`src/rtl/tcss_pkg.sv`:
```
`timescale 1ns / 1ps

package tcss_pkg;

	localparam int QUEUE_DEPTH = 128;
	localparam int ADDR_W      = $clog2(QUEUE_DEPTH);
	localparam int CNT_W       = $clog2(QUEUE_DEPTH + 1);
	localparam int TIME_W      = 4;
	localparam int MAX_SERVICE = 15;
	localparam int BURST_W     = 4;
	localparam int BURST_RESET = 5;
	localparam int BURST_MAX   = 15;
	localparam int QLEN_W      = 8;
	localparam int IDLE_W      = 16;
	localparam int SERVED_W    = 16;
	localparam int WAIT_W      = 32;

	localparam int IN_W  = 1 + TIME_W + 1 + TIME_W;
	localparam int IN_TDATA_W = ((IN_W + 7) / 8) * 8;
	localparam int OUT_W = 3 + 2 * QLEN_W + IDLE_W + SERVED_W + WAIT_W + 2;
	localparam int OUT_TDATA_W = ((OUT_W + 7) / 8) * 8;

	typedef logic [ADDR_W-1:0] addr_t;
	typedef logic [CNT_W-1:0]  cnt_t;
	typedef logic [TIME_W-1:0] svc_t;

	typedef struct packed {
		logic                reg_dropped;
		logic                ff_dropped;
		logic [WAIT_W-1:0]   wait_total;
		logic [SERVED_W-1:0] served_total;
		logic [IDLE_W-1:0]   idle_total;
		logic [QLEN_W-1:0]   reg_queued;
		logic [QLEN_W-1:0]   ff_queued;
		logic                busy_res;
		logic                served_class;
		logic                started;
	} result_t;

	function automatic svc_t norm_time(input svc_t t);
		svc_t v;
		v = t;
		if (v > TIME_W'(MAX_SERVICE)) begin
			v = TIME_W'(MAX_SERVICE);
		end
		if (v == '0) begin
			v = TIME_W'(1);
		end
		return v;
	endfunction

	function automatic addr_t next_addr(input addr_t a);
		addr_t n;
		if (a == ADDR_W'(QUEUE_DEPTH - 1)) begin
			n = '0;
		end else begin
			n = a + ADDR_W'(1);
		end
		return n;
	endfunction

endpackage

```
`src/rtl/tcss_ram.sv`:
```
`timescale 1ns / 1ps

module tcss_ram #(
	parameter int WIDTH = 4,
	parameter int DEPTH = 128
) (
	input  logic                     clk,
	input  logic                     we,
	input  logic [$clog2(DEPTH)-1:0] waddr,
	input  logic [WIDTH-1:0]         wdata,
	input  logic [$clog2(DEPTH)-1:0] raddr,
	output logic [WIDTH-1:0]         rdata
);

	logic [WIDTH-1:0] mem [DEPTH];

	always_ff @(posedge clk) begin
		if (we) begin
			mem[waddr] <= wdata;
		end
		rdata <= mem[raddr];
	end

endmodule

```
`src/rtl/two_class_service_scheduler.sv`:
```
`timescale 1ns / 1ps

// Single-server scheduler with a priority queue and a regular queue. Every input beat is one
// tick and produces exactly one result beat; a tick is accepted in every cycle in which the
// output register is empty or being drained, so the sustained rate is one tick per clock.
// The whole tick (start decision, pop, pushes and statistics) is computed in one pass from the
// input beat and the queue state into the output register. Each queue is a RAM with a
// registered read port that always presents the entry at the head for the next tick, with a
// write bypass for a push into an empty queue. Write the burst limit through cfg_we and
// cfg_wdata only while no ticks are in flight (the block does not check); it resets to five.
module two_class_service_scheduler import tcss_pkg::*; (
	input  logic                   clk,
	input  logic                   arst_n,
	input  logic                   cfg_we,
	input  logic [BURST_W-1:0]     cfg_wdata,
	input  logic                   s_tvalid,
	output logic                   s_tready,
	// ff_arrival, ff_service_time, reg_arrival, reg_service_time, zero fill
	input  logic [IN_TDATA_W-1:0]  s_tdata,
	output logic                   m_tvalid,
	input  logic                   m_tready,
	// started, served_class, busy_res, ff_queued, reg_queued, idle_total, served_total,
	// wait_total, ff_dropped, reg_dropped, zero fill
	output logic [OUT_TDATA_W-1:0] m_tdata
);

	logic               in_ff_arrival;
	svc_t               in_ff_time;
	logic               in_reg_arrival;
	svc_t               in_reg_time;

	logic [BURST_W-1:0]  limit_q;
	logic [BURST_W-1:0]  burst_q;
	svc_t                remaining_q;
	logic [IDLE_W-1:0]   idle_q;
	logic [SERVED_W-1:0] served_q;
	logic [WAIT_W-1:0]   wait_q;
	addr_t               ff_head_q, ff_tail_q, reg_head_q, reg_tail_q;
	cnt_t                ff_count_q, reg_count_q;

	logic  ff_byp_q, reg_byp_q;
	svc_t  ff_byp_data_q, reg_byp_data_q;
	svc_t  ff_rdata, reg_rdata;
	svc_t  ff_head_val, reg_head_val;

	logic                accept;
	logic                free, prefer_ff, pick_ff, pick_reg, started;
	svc_t                svc;
	svc_t                remaining_d;
	logic [BURST_W-1:0]  burst_d;
	logic [IDLE_W-1:0]   idle_d;
	logic [SERVED_W-1:0] served_d;
	logic [WAIT_W+1:0]   wait_sum;
	logic [WAIT_W-1:0]   wait_d;
	cnt_t                ff_cnt_pop, reg_cnt_pop, ff_count_d, reg_count_d;
	logic                ff_push, reg_push, ff_drop, reg_drop;
	addr_t               ff_head_d, reg_head_d, ff_raddr, reg_raddr;
	logic                ff_we, reg_we;

	logic    m_tvalid_q;
	result_t res_q;
	result_t res_d;

	assign in_ff_arrival  = s_tdata[0];
	assign in_ff_time     = s_tdata[TIME_W:1];
	assign in_reg_arrival = s_tdata[TIME_W+1];
	assign in_reg_time    = s_tdata[2*TIME_W+1:TIME_W+2];

	assign s_tready = !m_tvalid_q || m_tready;
	assign accept   = s_tvalid && s_tready;
	assign m_tvalid = m_tvalid_q;
	assign m_tdata  = OUT_TDATA_W'(res_q);

	assign ff_head_val  = ff_byp_q ? ff_byp_data_q : ff_rdata;
	assign reg_head_val = reg_byp_q ? reg_byp_data_q : reg_rdata;

	always_comb begin
		free      = (remaining_q == '0);
		prefer_ff = (burst_q < limit_q);
		if (prefer_ff) begin
			pick_ff = free && (ff_count_q != '0);
		end else begin
			pick_ff = free && (ff_count_q != '0) && (reg_count_q == '0);
		end
		pick_reg = free && !pick_ff && (reg_count_q != '0);
		started  = pick_ff || pick_reg;
		svc      = pick_ff ? ff_head_val : reg_head_val;

		if (started) begin
			remaining_d = svc - TIME_W'(1);
		end else if (free) begin
			remaining_d = '0;
		end else begin
			remaining_d = remaining_q - TIME_W'(1);
		end

		burst_d = burst_q;
		if (pick_ff) begin
			if (burst_q < BURST_W'(BURST_MAX)) begin
				burst_d = burst_q + BURST_W'(1);
			end
		end else if (pick_reg) begin
			burst_d = '0;
		end

		idle_d = idle_q;
		if (free && !started && (idle_q != '1)) begin
			idle_d = idle_q + IDLE_W'(1);
		end
		served_d = served_q;
		if (started && (served_q != '1)) begin
			served_d = served_q + SERVED_W'(1);
		end

		ff_cnt_pop  = ff_count_q - CNT_W'(pick_ff);
		reg_cnt_pop = reg_count_q - CNT_W'(pick_reg);
		wait_sum    = (WAIT_W+2)'(wait_q) + (WAIT_W+2)'(ff_cnt_pop) + (WAIT_W+2)'(reg_cnt_pop);
		wait_d      = (wait_sum[WAIT_W+1:WAIT_W] != '0) ? '1 : wait_sum[WAIT_W-1:0];

		ff_push     = in_ff_arrival && (ff_cnt_pop < CNT_W'(QUEUE_DEPTH));
		ff_drop     = in_ff_arrival && !ff_push;
		reg_push    = in_reg_arrival && (reg_cnt_pop < CNT_W'(QUEUE_DEPTH));
		reg_drop    = in_reg_arrival && !reg_push;
		ff_count_d  = ff_cnt_pop + CNT_W'(ff_push);
		reg_count_d = reg_cnt_pop + CNT_W'(reg_push);

		ff_head_d  = pick_ff ? next_addr(ff_head_q) : ff_head_q;
		reg_head_d = pick_reg ? next_addr(reg_head_q) : reg_head_q;
		ff_raddr   = accept ? ff_head_d : ff_head_q;
		reg_raddr  = accept ? reg_head_d : reg_head_q;
		ff_we      = accept && ff_push;
		reg_we     = accept && reg_push;

		res_d.started      = started;
		res_d.served_class = pick_reg;
		res_d.busy_res     = (remaining_d != '0);
		res_d.ff_queued    = QLEN_W'(ff_count_d);
		res_d.reg_queued   = QLEN_W'(reg_count_d);
		res_d.idle_total   = idle_d;
		res_d.served_total = served_d;
		res_d.wait_total   = wait_d;
		res_d.ff_dropped   = ff_drop;
		res_d.reg_dropped  = reg_drop;
	end

	tcss_ram #(.WIDTH(TIME_W), .DEPTH(QUEUE_DEPTH)) u_ff_ram (
		.clk   (clk),
		.we    (ff_we),
		.waddr (ff_tail_q),
		.wdata (norm_time(in_ff_time)),
		.raddr (ff_raddr),
		.rdata (ff_rdata)
	);

	tcss_ram #(.WIDTH(TIME_W), .DEPTH(QUEUE_DEPTH)) u_reg_ram (
		.clk   (clk),
		.we    (reg_we),
		.waddr (reg_tail_q),
		.wdata (norm_time(in_reg_time)),
		.raddr (reg_raddr),
		.rdata (reg_rdata)
	);

	always_ff @(posedge clk) begin
		ff_byp_data_q  <= norm_time(in_ff_time);
		reg_byp_data_q <= norm_time(in_reg_time);
		if (accept) begin
			res_q <= res_d;
		end
	end

	always_ff @(posedge clk or negedge arst_n) begin
		if (!arst_n) begin
			limit_q     <= BURST_W'(BURST_RESET);
			burst_q     <= '0;
			remaining_q <= '0;
			idle_q      <= '0;
			served_q    <= '0;
			wait_q      <= '0;
			ff_head_q   <= '0;
			ff_tail_q   <= '0;
			ff_count_q  <= '0;
			reg_head_q  <= '0;
			reg_tail_q  <= '0;
			reg_count_q <= '0;
			ff_byp_q    <= 1'b0;
			reg_byp_q   <= 1'b0;
			m_tvalid_q  <= 1'b0;
		end else begin
			if (cfg_we) begin
				limit_q <= cfg_wdata;
			end
			ff_byp_q  <= ff_we && (ff_tail_q == ff_raddr);
			reg_byp_q <= reg_we && (reg_tail_q == reg_raddr);
			if (accept) begin
				burst_q     <= burst_d;
				remaining_q <= remaining_d;
				idle_q      <= idle_d;
				served_q    <= served_d;
				wait_q      <= wait_d;
				ff_head_q   <= ff_head_d;
				reg_head_q  <= reg_head_d;
				ff_count_q  <= ff_count_d;
				reg_count_q <= reg_count_d;
				if (ff_push) begin
					ff_tail_q <= next_addr(ff_tail_q);
				end
				if (reg_push) begin
					reg_tail_q <= next_addr(reg_tail_q);
				end
				m_tvalid_q <= 1'b1;
			end else if (m_tready) begin
				m_tvalid_q <= 1'b0;
			end
		end
	end

`ifndef SYNTHESIS
	a_ff_count_range: assert property (@(posedge clk) disable iff (!arst_n)
		ff_count_q <= CNT_W'(QUEUE_DEPTH))
		else $error("priority queue count beyond depth");

	a_ff_drop_full: assert property (@(posedge clk) disable iff (!arst_n)
		accept && ff_drop |=> ff_count_q == CNT_W'(QUEUE_DEPTH))
		else $error("priority arrival dropped while queue not full");

	a_reg_ptr_count: assert property (@(posedge clk) disable iff (!arst_n)
		(reg_count_q == '0 || reg_count_q == CNT_W'(QUEUE_DEPTH)) == (reg_tail_q == reg_head_q))
		else $error("regular queue pointers disagree with count");

	a_start_when_free: assert property (@(posedge clk) disable iff (!arst_n)
		accept && started |=> $past(remaining_q) == '0 && (served_q != $past(served_q)
			|| served_q == '1))
		else $error("service started on a busy server or not counted");
`endif

endmodule
```
`config.mk`:
```
export PLATFORM = sky130hd
export DESIGN_NAME = two_class_service_scheduler
export DESIGN_NICKNAME = d
export VERILOG_FILES = /design/src/rtl/tcss_pkg.sv /design/src/rtl/tcss_ram.sv /design/src/rtl/two_class_service_scheduler.sv
export SDC_FILE = /design/constraint.sdc
export NUM_CORES = 2
export LEC_CHECK = 0
export BUFFER_PORTS_ARGS = -buffer_cell sky130_fd_sc_hd__buf_4
export CAP_MARGIN = 10
export CORE_UTILIZATION = 56
export CTS_CLUSTER_SIZE = 16
export DETAILED_ROUTE_END_ITERATION = 8
export PLACE_DENSITY = 0.87
export SLEW_MARGIN = 20
export SYNTH_ARGS = -nofsm -noshare
export SYNTH_HDL_FRONTEND = slang
export SYNTH_SLANG_ARGS = --single-unit
```
`constraint.sdc`:
```
create_clock -name clk -period 6 [get_ports clk]
set_input_delay 0.9 -clock clk [delete_from_list [all_inputs] [get_ports clk]]
set_output_delay 0.9 -clock clk [all_outputs]
set_load 0.02 [all_outputs]
```
==> results.txt <==
Outcome = complete, no violations
Most frequent cell after synthesis = edfxtp_1
Largest net degree at the start of global routing = 144
Slowest CP cell = dfstp_2
Synth top area share = 0.633
Power Density = 451 mW/mm²
Unrepaired setup endpoints after global routing = no
CP bufs+invs = 1
Area leader, netlist = edfxtp_1
CP startpoint kind = flip-flop
Post-synthesis sequential area ratio = 0.698
Critical path cell sequence = inv_1 -> ha_1 -> o21a_1 -> nor2_1 -> nor3_1 -> nor2_1 -> nor2_1 -> ha_1 -> ha_1 -> xor2_1 -> fa_1 -> ha_1 -> a21o_1 -> a21oi_1 -> o21bai_1 -> a21oi_1 -> o21bai_1 -> a21oi_1 -> nor2b_1 -> o211ai_1 -> nor2_1 -> nand2_1 -> mux2_2
Final setup vio count = 0
Synth-to-Final Area Change = 11.4%
Ys flop type = edfxtp_1
Layout fillers = 6274
Die footprint = 0.0952 mm²
Worst-Skew Late Latency = 0.72 ns
H-tree depth = 3
CP max FO = 10
Post-route DRC = 0
GP Congestion = 0.910
Rows = 112
Fin crit share = 0.936
Met2 GRT Util = 0.460
Share of cells above drive strength 1 = 0.100
Arr. time, crit path = 6.21 ns
Register Area = 0.0367 mm²
Number of I/O port buffers = 105
Final hold vios = 0
DP Area = 0.0546 mm²
Setup crit end kind = flip-flop
I/O pins = 115
Hold buffers post-CTS = 0
Post-synth EDFFs = 1109
Max_slew headroom = 0.232
Total Routing Usage GR = 0.275
Initial DRC count = 5174
HPWL Detailed = 79700 µm
Crit Path Class = flip-flop to flip-flop
Top cells by count, synth = 1109 x edfxtp_1, 903 x nand2_1, 394 x nor2_1, 208 x nand3_1, 134 x clkbuf_1
Asr flop ratio synth = 0.0986
Max Cap Viol = 0
Num CTS Buffers = 118
Syn Inst Count = 4173
Vias per inst = 6.41
M3 GR Usage = 0.0587
Core Area = 0.0932 mm²
Footprint of the multi-input gates = 0.0147 mm²
Synthesized flop and latch total = 1248
Clock root cell = clkbuf_16
Reg clk slew, reported paths = 0.06 ns
Largest stage delay on the critical path = 0.51 ns
Syn Std Cell Area = 0.0526 mm²
FMAX = 178 MHz
Initial antenna violation count = 1
HP Class = primary input to async pin
Slew at the pin closest to its max-slew limit = 1.15 ns
Period minus WS final = 5.61 ns
Final wirelength = 133000 µm
Grt peak-use layer = met2
Vias = 35900
Final Skew = 0.0359 ns
Vias in the first global route = 35400
Die width = 309 µm
Syn. warnings = 0
Fin. max-slew vios = 0
Drt first pass iters = 9
Post-synth cell types = 75
Largest cells by area after synthesis = edfxtp_1 63%, nand2_1 6.4%, dfrtp_1 5.8%, nor2_1 2.8%, nand3_1 2.0%
Largest delay share family, worst path = compound AO/OA/AOI/OAI gates
CTS tree = built
DIE HEIGHT = 309 µm
CTS Buffer Depth = 3
First-pass GRT wire length = 201000 µm
Overflow after GRT = 0
Post-route ant nets = 0
Setup TNS = 0 ns
Synthesized area per cell = 12.6 µm²
Avg WL per Cell = 23.8 µm
Initial Utilization = 0.565
LEAKAGE = 20.5 nW
Design Area, Final = 0.0586 mm²
Met1 usage = 0.345
CP required = 6.60 ns
Worst VDD drop = 0.297 mV
Clock sink count = 1248
Nets = 4297
-- cell usage in the layout, fill, tap and decap left out, types with 14 or more instances in the layout --
cell / instances
a211o_1: 14
a211oi_1: 61
a21oi_1: 118
a311oi_1: 46
a31oi_1: 101
a32oi_1: 16
and3_1: 116
buf_4: 174
bufinv_16: 16
clkbuf_1: 17
clkbuf_16: 119
clkinv_1: 24
clkinv_2: 32
dfrtp_1: 121
dfxtp_1: 16
edfxtp_1: 1109
ha_1: 27
inv_1: 49
mux2_2: 17
mux2i_1: 97
nand2_1: 902
nand3_1: 208
nand4_1: 20
nor2_1: 393
nor2b_1: 24
nor3_1: 44
nor4_1: 40
o21ai_0: 45
o221ai_1: 17
xnor2_1: 76
xor2_1: 54
-- through the flow --
stage / hold WS [ns] / util / setup slack (ns) / cells / total power [mW]
6_report: 0.211 / 0.629 / 0.386 / 5595 / 26.4
3_5_place_dp: 0.502 / 0.586 / 0.107 / 5367 / 18.6
3_3_place_gp: 0.498 / 0.586 / 0.330 / 5367 / 18.2
4_1_cts: 0.234 / 0.629 / 0.0643 / 5590 / 26.2
5_1_grt: 0.262 / 0.629 / 0.0187 / 5593 / 27.4
2_1_floorplan: 0.476 / - / 0.380 / 4175 / 16.1
-- registers in the layout, summed over array words and instances, names as in the netlist --
| name | count |
|---|---|
| remaining_q | 4 |
| limit_q | 4 |
| ff_byp_data_q | 4 |
| ff_byp_q | 1 |
| ff_tail_q | 7 |
| u_ff_ram.mem | 512 |
| ff_count_q | 8 |
| u_reg_ram.rdata | 4 |
| reg_head_q | 7 |
| reg_tail_q | 7 |
| u_ff_ram.rdata | 4 |
| reg_count_q | 8 |
| u_reg_ram.mem | 512 |
| m_tvalid | 1 |
| m_tdata | 85 |
| reg_byp_q | 1 |
| served_q | 16 |
| burst_q | 4 |
| wait_q | 32 |
| reg_byp_data_q | 4 |
| idle_q | 16 |
| ff_head_q | 7 |
-- metal layers --
layer,up-vias,part of all wire,wire length [µm]
li1,15400,-,-
met1,17200,0.35,46800
met2,2718,0.49,65000
met3,568,0.11,14900
met4,0,0.048,6330
met5,-,0,0
-- worst register-to-register path, cell delays in order (launching register included) --
cell,delay [ns]
dfstp_2,0.51
inv_1,0.05
ha_1,0.29
o21a_1,0.20
nor2_1,0.23
nor3_1,0.09
nor2_1,0.18
nor2_1,0.09
ha_1,0.20
ha_1,0.21
xor2_1,0.26
fa_1,0.51
ha_1,0.31
a21o_1,0.15
a21oi_1,0.24
o21bai_1,0.13
a21oi_1,0.24
o21bai_1,0.09
a21oi_1,0.26
nor2b_1,0.12
o211ai_1,0.39
nor2_1,0.27
nand2_1,0.14
mux2_2,0.33
-- report_power, final --
part	switching (mW)	total, mW	internal (mW)
logic	5.68	8.44	2.76
clock network	3.28	7.63	4.35
registers	0.365	10.4	10.0
total	9.33	26.4	17.1
-- final cells by class --
cell class,count,share of cell area
clock buffers,137,0.0521
flip-flops and latches,1248,0.626
repair buffers,181,0.0244
well taps,1254,0.0268
inverters,56,0.00391
diodes,2,0.0000854
multi-input cells,2631,0.251
clock inverters,86,0.0155
-- worst paths after layout --
kind | slack, ns | cells after the start | start | to
worst max-delay path | 0.39 | 23 | limit_q[2] | wait_q[28]
min in group clk | 0.41 | 2 | s_tvalid | m_tvalid
worst max register to register | 0.39 | 23 | limit_q[2] | wait_q[28]
worst min register to register | 0.52 | 1 | idle_q[7] | idle_q[7]
max in group asynchronous | 4.54 | 2 | arst_n | ff_count_q[3]
worst min-delay path | 0.21 | 1 | arst_n | m_tvalid
-- cell families (layout without fill, tap and decap cells) --
kind of cell,Yosys count,in the layout,synth area share
AND/OR/NAND/NOR,1802,1802,0.147
multiplexers,126,126,0.0271
XOR/XNOR,132,132,0.0220
adder cells (fa/ha/maj),36,36,0.00985
other,1,5,0.0000713
flip-flops,1248,1248,0.698
buffers and inverters,296,460,0.0241
AO/OA/AOI/OAI,532,532,0.0720
-- what timing repair did --
action                                  in CTS  in global routing
setup buffers                                0                  3
resized for setup                            0                  8
endpoints found under the setup margin       0                 32
No activity file was read; power rests on OpenSTA's default activity.
